## config.mk

```make
export PLATFORM = sky130hd
export DESIGN_NAME = lfu_cache_tag_policy
export DESIGN_NICKNAME = d
export VERILOG_FILES = /design/src/hdl/lfu_pkg.sv /design/src/hdl/lfu_cache_tag_policy.sv
export SDC_FILE = /design/constraint.sdc
export NUM_CORES = 2
export LEC_CHECK = 0
export BUFFER_PORTS_ARGS = -buffer_cell sky130_fd_sc_hd__buf_4
export CAP_MARGIN = 40
export CORE_MARGIN = 2
export CORE_UTILIZATION = 40
export CTS_CLUSTER_SIZE = 10
export DETAILED_ROUTE_END_ITERATION = 8
export GPL_TIMING_DRIVEN = 0
export PLACE_DENSITY = 0.54
export SYNTH_ARGS = -nofsm -noshare
export SYNTH_HDL_FRONTEND = slang
export SYNTH_SLANG_ARGS = --single-unit
```

## constraint.sdc

```tcl
create_clock -name i_clk -period 5.4 [get_ports i_clk]
set_clock_uncertainty 0.15 [all_clocks]
set_input_delay 0.27 -clock i_clk [delete_from_list [all_inputs] [get_ports i_clk]]
set_output_delay 0.27 -clock i_clk [all_outputs]
set_load 0.02 [all_outputs]
```

## src/hdl/lfu_pkg.sv

```systemverilog
// ----------------------------------------------------------------------------
// LFU tag table package
// Word types of the command and result channels, command and status codes,
// and the sequencer state type shared by the LFU tag table.
// ----------------------------------------------------------------------------
package lfu_pkg;

    localparam int KEY_W   = 32;
    localparam int COUNT_W = 16;
    localparam int SLOT_W  = 4;
    localparam int LIMIT_W = 5;

    localparam logic [LIMIT_W-1:0] LIMIT_RESET = 5'd16;

    localparam logic [1:0] CMD_ACCESS = 2'd0;
    localparam logic [1:0] CMD_ZERO   = 2'd1;
    localparam logic [1:0] CMD_INVAL  = 2'd2;

    localparam logic [1:0] STATUS_OK     = 2'd0;
    localparam logic [1:0] STATUS_NO_VIC = 2'd1;
    localparam logic [1:0] STATUS_FULL   = 2'd2;

    typedef struct packed {
        logic [1:0]       cmd;
        logic [KEY_W-1:0] key;
    } t_in_word;

    typedef struct packed {
        logic               hit;
        logic               added;
        logic [SLOT_W-1:0]  slot;
        logic               evicted;
        logic [KEY_W-1:0]   evicted_key;
        logic [COUNT_W-1:0] use_count;
        logic [1:0]         status;
    } t_out_word;

    typedef enum logic [2:0] {
        ST_IDLE,
        ST_LOOKUP,
        ST_VICTIM,
        ST_CLEAR,
        ST_INVAL,
        ST_UPDATE,
        ST_DONE
    } t_state;

endpackage

```

## src/hdl/lfu_cache_tag_policy.sv

```systemverilog
// ----------------------------------------------------------------------------
// LFU tag table
// Fully associative table of key tags with saturating use counts, victim
// selection by lowest count and a ring of recently inserted keys.
// ----------------------------------------------------------------------------
// An access walks the memory one entry per cycle: a lookup walk that stops on
// a hit, then a victim walk over all entries when an eviction is due, then an
// update step. Zeroing walks every entry, invalidate clears all valid bits at
// once, and the unused code goes straight to the result.
// One word at a time, the next taken once the result is in the output register.
// Reset clears the valid bits, ring and output valid, and sets the limit to 16.
module lfu_cache_tag_policy
    import lfu_pkg::*;
#(
    parameter int ENTRIES      = 16,
    parameter int RECENT_DEPTH = 4
) (
    input  logic                 i_clk,
    input  logic                 i_rst_n,
    input  logic                 i_in_valid,
    output logic                 o_in_ready,
    input  t_in_word             i_in_data,
    output logic                 o_out_valid,
    input  logic                 i_out_ready,
    output t_out_word            o_out_data,
    input  logic                 i_cfg_valid,
    output logic                 o_cfg_ready,
    input  logic [LIMIT_W-1:0]   i_cfg_data
);

    // Index, fill and ring widths all follow from the two depths.
    localparam int IW  = $clog2(ENTRIES);
    localparam int FW  = $clog2(ENTRIES + 1);
    localparam int CW  = (FW > LIMIT_W) ? FW : LIMIT_W;
    localparam int XW  = (IW > SLOT_W) ? IW : SLOT_W;
    localparam int RHW = (RECENT_DEPTH > 1) ? $clog2(RECENT_DEPTH) : 1;
    localparam int RFW = $clog2(RECENT_DEPTH + 1);

    localparam logic [IW-1:0]      LAST_IDX  = IW'(ENTRIES - 1);
    localparam logic [RHW-1:0]     LAST_RING = RHW'(RECENT_DEPTH - 1);
    localparam logic [RFW-1:0]     RING_FULL = RFW'(RECENT_DEPTH);
    localparam logic [COUNT_W-1:0] COUNT_MAX = '1;

    // Sequencer and captured command.
    t_state               r_state, n_state;
    logic [IW-1:0]        r_idx, n_idx;
    logic [KEY_W-1:0]     r_key;
    logic [LIMIT_W-1:0]   r_limit;

    // Results of the lookup walk.
    logic [FW-1:0]        r_fill, n_fill;
    logic                 r_found, n_found;
    logic [IW-1:0]        r_found_idx, n_found_idx;
    logic [COUNT_W-1:0]   r_found_cnt, n_found_cnt;
    logic                 r_free_ok, n_free_ok;
    logic [IW-1:0]        r_free_idx, n_free_idx;
    logic                 r_need_evict, n_need_evict;

    // Best victim candidate of the victim walk.
    logic                 r_vic_ok, n_vic_ok;
    logic [IW-1:0]        r_vic_idx, n_vic_idx;
    logic [KEY_W-1:0]     r_vic_key, n_vic_key;
    logic [COUNT_W-1:0]   r_vic_cnt, n_vic_cnt;

    // Table storage. Valid bits are flops; keys and counts sit in a memory
    // with one write and one registered read port.
    logic [ENTRIES-1:0]   r_valid, n_valid;
    logic [KEY_W-1:0]     mem_key [ENTRIES];
    logic [COUNT_W-1:0]   mem_cnt [ENTRIES];
    logic [KEY_W-1:0]     r_rd_key;
    logic [COUNT_W-1:0]   r_rd_cnt;
    logic                 wr_key_en, wr_cnt_en;
    logic [IW-1:0]        wr_addr;
    logic [KEY_W-1:0]     wr_key;
    logic [COUNT_W-1:0]   wr_cnt;

    // Ring of recently inserted keys.
    logic [KEY_W-1:0]     r_ring [RECENT_DEPTH];
    logic [RHW-1:0]       r_ring_head, n_ring_head;
    logic [RFW-1:0]       r_ring_fill, n_ring_fill;
    logic                 ring_push;
    logic                 ring_hit;

    // Result being built, its slot index, and the output register.
    t_out_word            r_res, n_res;
    logic [IW-1:0]        r_res_slot, n_res_slot;
    t_out_word            r_out;
    logic                 r_out_vld;

    logic                 in_fire;
    logic                 out_free;
    logic                 cur_valid;
    logic                 last_idx;
    logic                 better;
    logic                 evict_here;
    logic [FW-1:0]        fill_inc;
    logic [XW-1:0]        slot_ext;

    assign in_fire     = i_in_valid && o_in_ready;
    assign out_free    = !r_out_vld || i_out_ready;
    assign o_in_ready  = (r_state == ST_IDLE);
    assign o_cfg_ready = 1'b1;
    assign o_out_valid = r_out_vld;
    assign o_out_data  = r_out;

    assign cur_valid = r_valid[r_idx];
    assign last_idx  = (r_idx == LAST_IDX);
    assign fill_inc  = r_fill + FW'(1);

    // The key read this cycle is compared with every live ring entry at once.
    always_comb begin
        ring_hit = 1'b0;
        for (int i = 0; i < RECENT_DEPTH; i++) begin
            if ((RFW'(i) < r_ring_fill) && (r_ring[i] == r_rd_key)) begin
                ring_hit = 1'b1;
            end
        end
    end

    // Lower count wins; on equal counts the smaller key wins.
    assign better = !r_vic_ok || (r_rd_cnt < r_vic_cnt) ||
                    ((r_rd_cnt == r_vic_cnt) && (r_rd_key < r_vic_key));

    // Next state.
    always_comb begin
        n_state = r_state;
        case (r_state)
            ST_IDLE: begin
                if (in_fire) begin
                    case (i_in_data.cmd)
                        CMD_ACCESS: n_state = ST_LOOKUP;
                        CMD_ZERO:   n_state = ST_CLEAR;
                        CMD_INVAL:  n_state = ST_INVAL;
                        default:    n_state = ST_DONE;
                    endcase
                end
            end
            ST_LOOKUP: begin
                if (cur_valid && (r_rd_key == r_key)) begin
                    n_state = ST_UPDATE;
                end else if (last_idx) begin
                    n_state = n_need_evict ? ST_VICTIM : ST_UPDATE;
                end
            end
            ST_VICTIM: begin
                if (last_idx) begin
                    n_state = ST_UPDATE;
                end
            end
            ST_CLEAR: begin
                if (last_idx) begin
                    n_state = ST_DONE;
                end
            end
            ST_INVAL:  n_state = ST_DONE;
            ST_UPDATE: n_state = ST_DONE;
            ST_DONE: begin
                if (out_free) begin
                    n_state = ST_IDLE;
                end
            end
            default: n_state = ST_IDLE;
        endcase
    end

    // Datapath controls and next values.
    always_comb begin
        n_idx        = '0;
        n_fill       = r_fill;
        n_found      = r_found;
        n_found_idx  = r_found_idx;
        n_found_cnt  = r_found_cnt;
        n_free_ok    = r_free_ok;
        n_free_idx   = r_free_idx;
        n_need_evict = r_need_evict;
        n_vic_ok     = r_vic_ok;
        n_vic_idx    = r_vic_idx;
        n_vic_key    = r_vic_key;
        n_vic_cnt    = r_vic_cnt;
        n_valid      = r_valid;
        n_res        = r_res;
        n_res_slot   = r_res_slot;
        n_ring_head  = r_ring_head;
        n_ring_fill  = r_ring_fill;
        ring_push    = 1'b0;
        wr_key_en    = 1'b0;
        wr_cnt_en    = 1'b0;
        wr_addr      = r_idx;
        wr_key       = r_key;
        wr_cnt       = '0;
        evict_here   = 1'b0;

        case (r_state)
            ST_IDLE: begin
                if (in_fire) begin
                    n_fill       = '0;
                    n_found      = 1'b0;
                    n_free_ok    = 1'b0;
                    n_need_evict = 1'b0;
                    n_vic_ok     = 1'b0;
                    n_res        = '0;
                    n_res_slot   = '0;
                end
            end
            ST_LOOKUP: begin
                n_idx = r_idx + IW'(1);
                if (cur_valid) begin
                    n_fill = fill_inc;
                    if (r_rd_key == r_key) begin
                        n_found     = 1'b1;
                        n_found_idx = r_idx;
                        n_found_cnt = r_rd_cnt;
                        n_idx       = '0;
                    end
                end else if (!r_free_ok) begin
                    n_free_ok  = 1'b1;
                    n_free_idx = r_idx;
                end
                if (last_idx) begin
                    n_idx        = '0;
                    n_need_evict = (r_limit != '0) &&
                                   (CW'(n_fill) >= CW'(r_limit));
                end
            end
            ST_VICTIM: begin
                n_idx = last_idx ? '0 : r_idx + IW'(1);
                if (cur_valid && !ring_hit && better) begin
                    n_vic_ok  = 1'b1;
                    n_vic_idx = r_idx;
                    n_vic_key = r_rd_key;
                    n_vic_cnt = r_rd_cnt;
                end
            end
            ST_CLEAR: begin
                n_idx     = last_idx ? '0 : r_idx + IW'(1);
                wr_cnt_en = 1'b1;
                wr_cnt    = '0;
            end
            ST_INVAL: begin
                n_valid = '0;
            end
            ST_UPDATE: begin
                if (r_found) begin
                    wr_cnt_en     = 1'b1;
                    wr_addr       = r_found_idx;
                    wr_cnt        = (r_found_cnt == COUNT_MAX) ? r_found_cnt
                                                               : r_found_cnt + COUNT_W'(1);
                    n_res.hit       = 1'b1;
                    n_res.use_count = wr_cnt;
                    n_res_slot      = r_found_idx;
                end else if (r_need_evict && !r_vic_ok) begin
                    n_res.status = STATUS_NO_VIC;
                end else begin
                    evict_here = r_need_evict;
                    if (evict_here) begin
                        n_valid[r_vic_idx] = 1'b0;
                        n_res.evicted      = 1'b1;
                        n_res.evicted_key  = r_vic_key;
                    end
                    // The evicted slot competes with the lowest free one.
                    if (evict_here && (!r_free_ok || (r_vic_idx < r_free_idx))) begin
                        wr_addr = r_vic_idx;
                    end else begin
                        wr_addr = r_free_idx;
                    end
                    if (evict_here || r_free_ok) begin
                        wr_key_en          = 1'b1;
                        wr_cnt_en          = 1'b1;
                        wr_key             = r_key;
                        wr_cnt             = COUNT_W'(1);
                        n_valid[wr_addr]   = 1'b1;
                        ring_push          = 1'b1;
                        n_ring_head        = (r_ring_head == LAST_RING) ? '0
                                                                        : r_ring_head + RHW'(1);
                        if (r_ring_fill != RING_FULL) begin
                            n_ring_fill = r_ring_fill + RFW'(1);
                        end
                        n_res.added     = 1'b1;
                        n_res.use_count = COUNT_W'(1);
                        n_res_slot      = wr_addr;
                    end else begin
                        n_res.status = STATUS_FULL;
                    end
                end
            end
            default: begin
            end
        endcase

        slot_ext   = XW'(n_res_slot);
        n_res.slot = slot_ext[SLOT_W-1:0];
    end

    // Control registers.
    always_ff @(posedge i_clk) begin
        if (!i_rst_n) begin
            r_state     <= ST_IDLE;
            r_idx       <= '0;
            r_valid     <= '0;
            r_ring_head <= '0;
            r_ring_fill <= '0;
            r_limit     <= LIMIT_RESET;
            r_out_vld   <= 1'b0;
        end else begin
            r_state     <= n_state;
            r_idx       <= n_idx;
            r_valid     <= n_valid;
            r_ring_head <= n_ring_head;
            r_ring_fill <= n_ring_fill;
            if (i_cfg_valid && o_cfg_ready) begin
                r_limit <= i_cfg_data;
            end
            if (r_state == ST_DONE && out_free) begin
                r_out_vld <= 1'b1;
            end else if (i_out_ready) begin
                r_out_vld <= 1'b0;
            end
        end
    end

    // Payload registers.
    always_ff @(posedge i_clk) begin
        if (in_fire) begin
            r_key <= i_in_data.key;
        end
        r_fill       <= n_fill;
        r_found      <= n_found;
        r_found_idx  <= n_found_idx;
        r_found_cnt  <= n_found_cnt;
        r_free_ok    <= n_free_ok;
        r_free_idx   <= n_free_idx;
        r_need_evict <= n_need_evict;
        r_vic_ok     <= n_vic_ok;
        r_vic_idx    <= n_vic_idx;
        r_vic_key    <= n_vic_key;
        r_vic_cnt    <= n_vic_cnt;
        r_res        <= n_res;
        r_res_slot   <= n_res_slot;
        if (r_state == ST_DONE && out_free) begin
            r_out <= r_res;
        end
        if (ring_push) begin
            r_ring[r_ring_head] <= r_key;
        end
    end

    // Key and count memory. The read address is the next walk index, so the
    // registered read data always belongs to the current index.
    always_ff @(posedge i_clk) begin
        if (wr_key_en) begin
            mem_key[wr_addr] <= wr_key;
        end
        if (wr_cnt_en) begin
            mem_cnt[wr_addr] <= wr_cnt;
        end
        r_rd_key <= mem_key[n_idx];
        r_rd_cnt <= mem_cnt[n_idx];
    end

`ifndef NO_ASSERTIONS
    a_accept_leaves_idle: assert property (@(posedge i_clk) disable iff (!i_rst_n)
        in_fire |=> (r_state != ST_IDLE))
        else $error("sequencer stayed idle after a word was accepted");

    a_victim_is_live: assert property (@(posedge i_clk) disable iff (!i_rst_n)
        (r_state == ST_UPDATE && r_vic_ok && !r_found) |-> r_valid[r_vic_idx])
        else $error("victim candidate is not a valid entry");

    a_added_slot_valid: assert property (@(posedge i_clk) disable iff (!i_rst_n)
        (r_state == ST_DONE && r_res.added) |-> r_valid[r_res_slot])
        else $error("inserted key does not sit in a valid slot");

    a_done_loads_output: assert property (@(posedge i_clk) disable iff (!i_rst_n)
        (r_state == ST_DONE && out_free) |=> o_out_valid)
        else $error("finished result was not presented");

    a_ring_fill_bound: assert property (@(posedge i_clk) disable iff (!i_rst_n)
        ring_push |=> (r_ring_fill != '0))
        else $error("ring fill is zero after a push");
`endif

endmodule

```

==> impl_metrics.toml <==
[worst_setup_path]
arrival_ns = 5.71
r2r-start = "r_key[25]"
required_ns = 5.86
crit_type = "reg -> reg"
rr_worst_depth = 11
worstReg2RegEnd = "r_rd_key[12]"
ff2ff_setup_slack_ns = 0.15
end_kind = "register"
path_max_fanout = 12
cp-start-kind = "register"

[place]
gp_congestion = 0.8468
dpl.hpwl_um = 87240
dpl.cell_count = 4841
dp_worst_setup_slack_ns = -0.3574
io_buffers = 101

[synth]
synth_top_area_share_pct = 70.29
synth-edff-count = 1126
syn_area_sq_um = 48100
synth_area_leader_cell = "edfxtp_1"
synth_nets = 3160
synth_top_family_by_area = "multiplexers"
ys_types = 55
synth-compound-area-share_pct = 6.544
syn_area_per_cell_sq_um = 15.76
muxShareOfSynthArea_pct = 6.781
synthTopCellsByCount = "edfxtp_1, nand2_1, mux2i_1, xnor2_1, nor2_1"
synth_warnings = 0
syn_inst = 3052
ys_seq_area_share_pct = 73.74
synth_ff_type = "edfxtp_1"
yosysMostFrequentCell = "edfxtp_1"
synthTopCellsByArea = "edfxtp_1, mux2i_1, dfxtp_1"
ys_async_sr_fraction_pct = 0
synth_simple_gate_area_share_pct = 5.904
ys_seq_elements = 1209
yosys.area_share.adder_pct = 1.665
synth_xor_area_share_pct = 3.241

[layout]
multi_input_area_sq_um = 11820
layout-drive-gt1-share_pct = 15.53
n_antenna_cell = 0
area_growth_syn_to_layout_pct = 18.41
regArea_sq_um = 35470
fillers = 10160
fin_util_pct = 47.60
fin_cells = 5114
fin_nets = 3539

[hold_path]
min-delay-start = "i_in_data[11]"
min_to = "r_key[11]"
hold_path_class = "in -> reg"
min_path_cells = 2

[timing]
layout_setup_ws_ns = 0.1454
drv_slew = 0
clock.fmax_mhz = 190.3
fin_crit_ns = 5.255
setup_viol = 0
tightestPinTransition_ns = 0.9589
rsz0062_at_grt = "false"
maxSlewHeadroom_pct = 36.07
finalHoldViolCount = 0
fin_crit_sh_pct = 97.31

[clock_tree]
insertion_delay_ns = 0.73
tritoncts = "built"
htree_levels = 4
numCtsBuffers = 141
path_clk_slew_ns = 0.05
clock_tree.buffer_depth = 3
cts_root_buffer = "clkbuf_16"
clock_sinks = 1209

[routing]
drt_iter0_drc = 2107
vias_per_cell = 5.298
wl_um = 122600
firstDrtPassIters = 7
wl_per_cell_um = 23.97
vias = 27090
drc = 0
ant_nets = 0

[power]
power_density_nw_per_um2 = 485.0
max-vdd-ir-drop_mv = 0.2807
total_power_mw = 27.62
p_leak_nw = 20.10

[floorplan]
core_area_sq_um = 119700
die_x_um = 350.8
pin_count = 104
dieArea_sq_um = 123100
die-height_um = 350.8
start_util_pct = 40.20
num_rows = 127

[global_route]
grt_usage_pct = 19.92
grt_pass1_vias = 27680
grt_pass1_wl_um = 179000
antenna_found_initial = 8
grt_max_degree = 34
overflow = 0

[job]
max_cap_violations = 0

[outcome]
status = "finished, final reports clean"
==> routing by layer <==
metal  routed length [um]  vias to the layer above  GRT usage [%]
met3                 7962                      189          4.003
met5                   13                        -              0
met2                57620                      905          32.55
met1                53980                    13620          26.82
met4                 3022                        2          6.201
li1                     -                    12370              -
==> how the worst max path moves through the flow <==
stage,cells after the start,slack [ns],start,end
after floorplan,11,0.82,r_vic_key[9],r_vic_cnt[0]
after global placement,10,-1.39,r_rd_key[9],r_vic_key[21]
after detailed placement,12,-0.36,r_key[25],r_rd_cnt[12]
after CTS,12,0.07,r_key[1],r_rd_cnt[12]
after global routing,11,0.04,r_key[25],r_rd_key[12]
final,11,0.15,r_key[25],r_rd_key[12]
==> stage by stage <==
| step | TNS [ns] | instance area [sq um] | hold slack, ns |
|---|---|---|---|
| final | 0 | 56960 | 0.1066 |
| after global routing | 0 | 56960 | 0.08015 |
| after CTS | 0 | 56820 | 0.05821 |
| after detailed placement | -11.16 | 52330 | 0.2545 |
| after global placement | -643.61 | 50880 | 0.2511 |
| after floorplan | 0 | 48100 | 0.2186 |
==> sequential cells by signal, indices dropped and copies added, names as in the netlist, 32 cells and up <==
name / flops
o_out_data: 57
r_key: 32
r_res: 53
r_rd_key: 32
r_ring: 128
r_vic_key: 32
mem_key: 512
mem_cnt: 256
==> kinds of logic (layout without fill, tap and decap cells) <==
logic type | count (synthesis) | in the layout
DFF | 1209 | 1209
and+or+nand+nor | 602 | 602
AOI/OAI and AO/OA | 449 | 449
muxes | 307 | 307
buffers and inverters | 242 | 692
xor gates and xnor gates | 178 | 178
adders and majority gates | 64 | 64
other | 1 | 1
==> worst max-delay path, cell delays in order, from the launching register on <==
cell and delay (ns):
edfxtp_1 0.70, xnor2_1 0.39, nand4_1 0.18, nor4_1 0.55, buf_2 0.27, a31oi_4 0.14, o2111ai_1 0.57, buf_2 0.46
buf_1 0.56, mux2_1 0.41, o22ai_1 0.39, a221o_1 0.34
==> timing repair <==
item | 4_1_cts | 5_1_grt
pin swaps | 0 | 0
setup buffers | 2 | 4
hold buffers | 49 | 0
setup endpoints to repair | 48 | 27
gates resized for setup | 0 | 8
hold endpoints to repair | 60 | 0
==> cells in the final DEF (no fill, tap or decap), types with 43 or more instances in the layout <==
| master | count |
|---|---|
| nand4_1 | 47 |
| a21oi_1 | 46 |
| a221o_1 | 51 |
| dfxtp_1 | 83 |
| clkbuf_1 | 161 |
| dlygate4sd3_1 | 49 |
| nand2_1 | 231 |
| buf_4 | 119 |
| buf_2 | 49 |
| a211oi_1 | 83 |
| ha_1 | 64 |
| xor2_1 | 43 |
| and2_1 | 89 |
| o22ai_1 | 49 |
| edfxtp_1 | 1126 |
| xnor2_1 | 135 |
| mux2i_1 | 201 |
| clkbuf_16 | 146 |
| mux2_2 | 77 |
| nor2_1 | 87 |
| inv_1 | 68 |
| a31oi_1 | 104 |
| o21ai_0 | 57 |
==> power by group <==
group / internal [mW] / total (mW) / switching [mW]
clock network: 4.95 / 8.46 / 3.50
logic: 2.74 / 7.23 / 4.49
registers: 11.3 / 11.9 / 0.628
total: 19.0 / 27.6 / 8.63
==> area by class of cell <==
type                       count  area share [%]
timing repair buffer         237           4.637
tap                         1612           3.541
multi-input combinational   1601           20.75
clock inverter                11          0.2219
inverter                      71          0.4679
buffer                       170           1.320
sequential                  1209           62.28
clock buffer                 203           6.785
No activity file was read; power rests on OpenSTA's default activity.
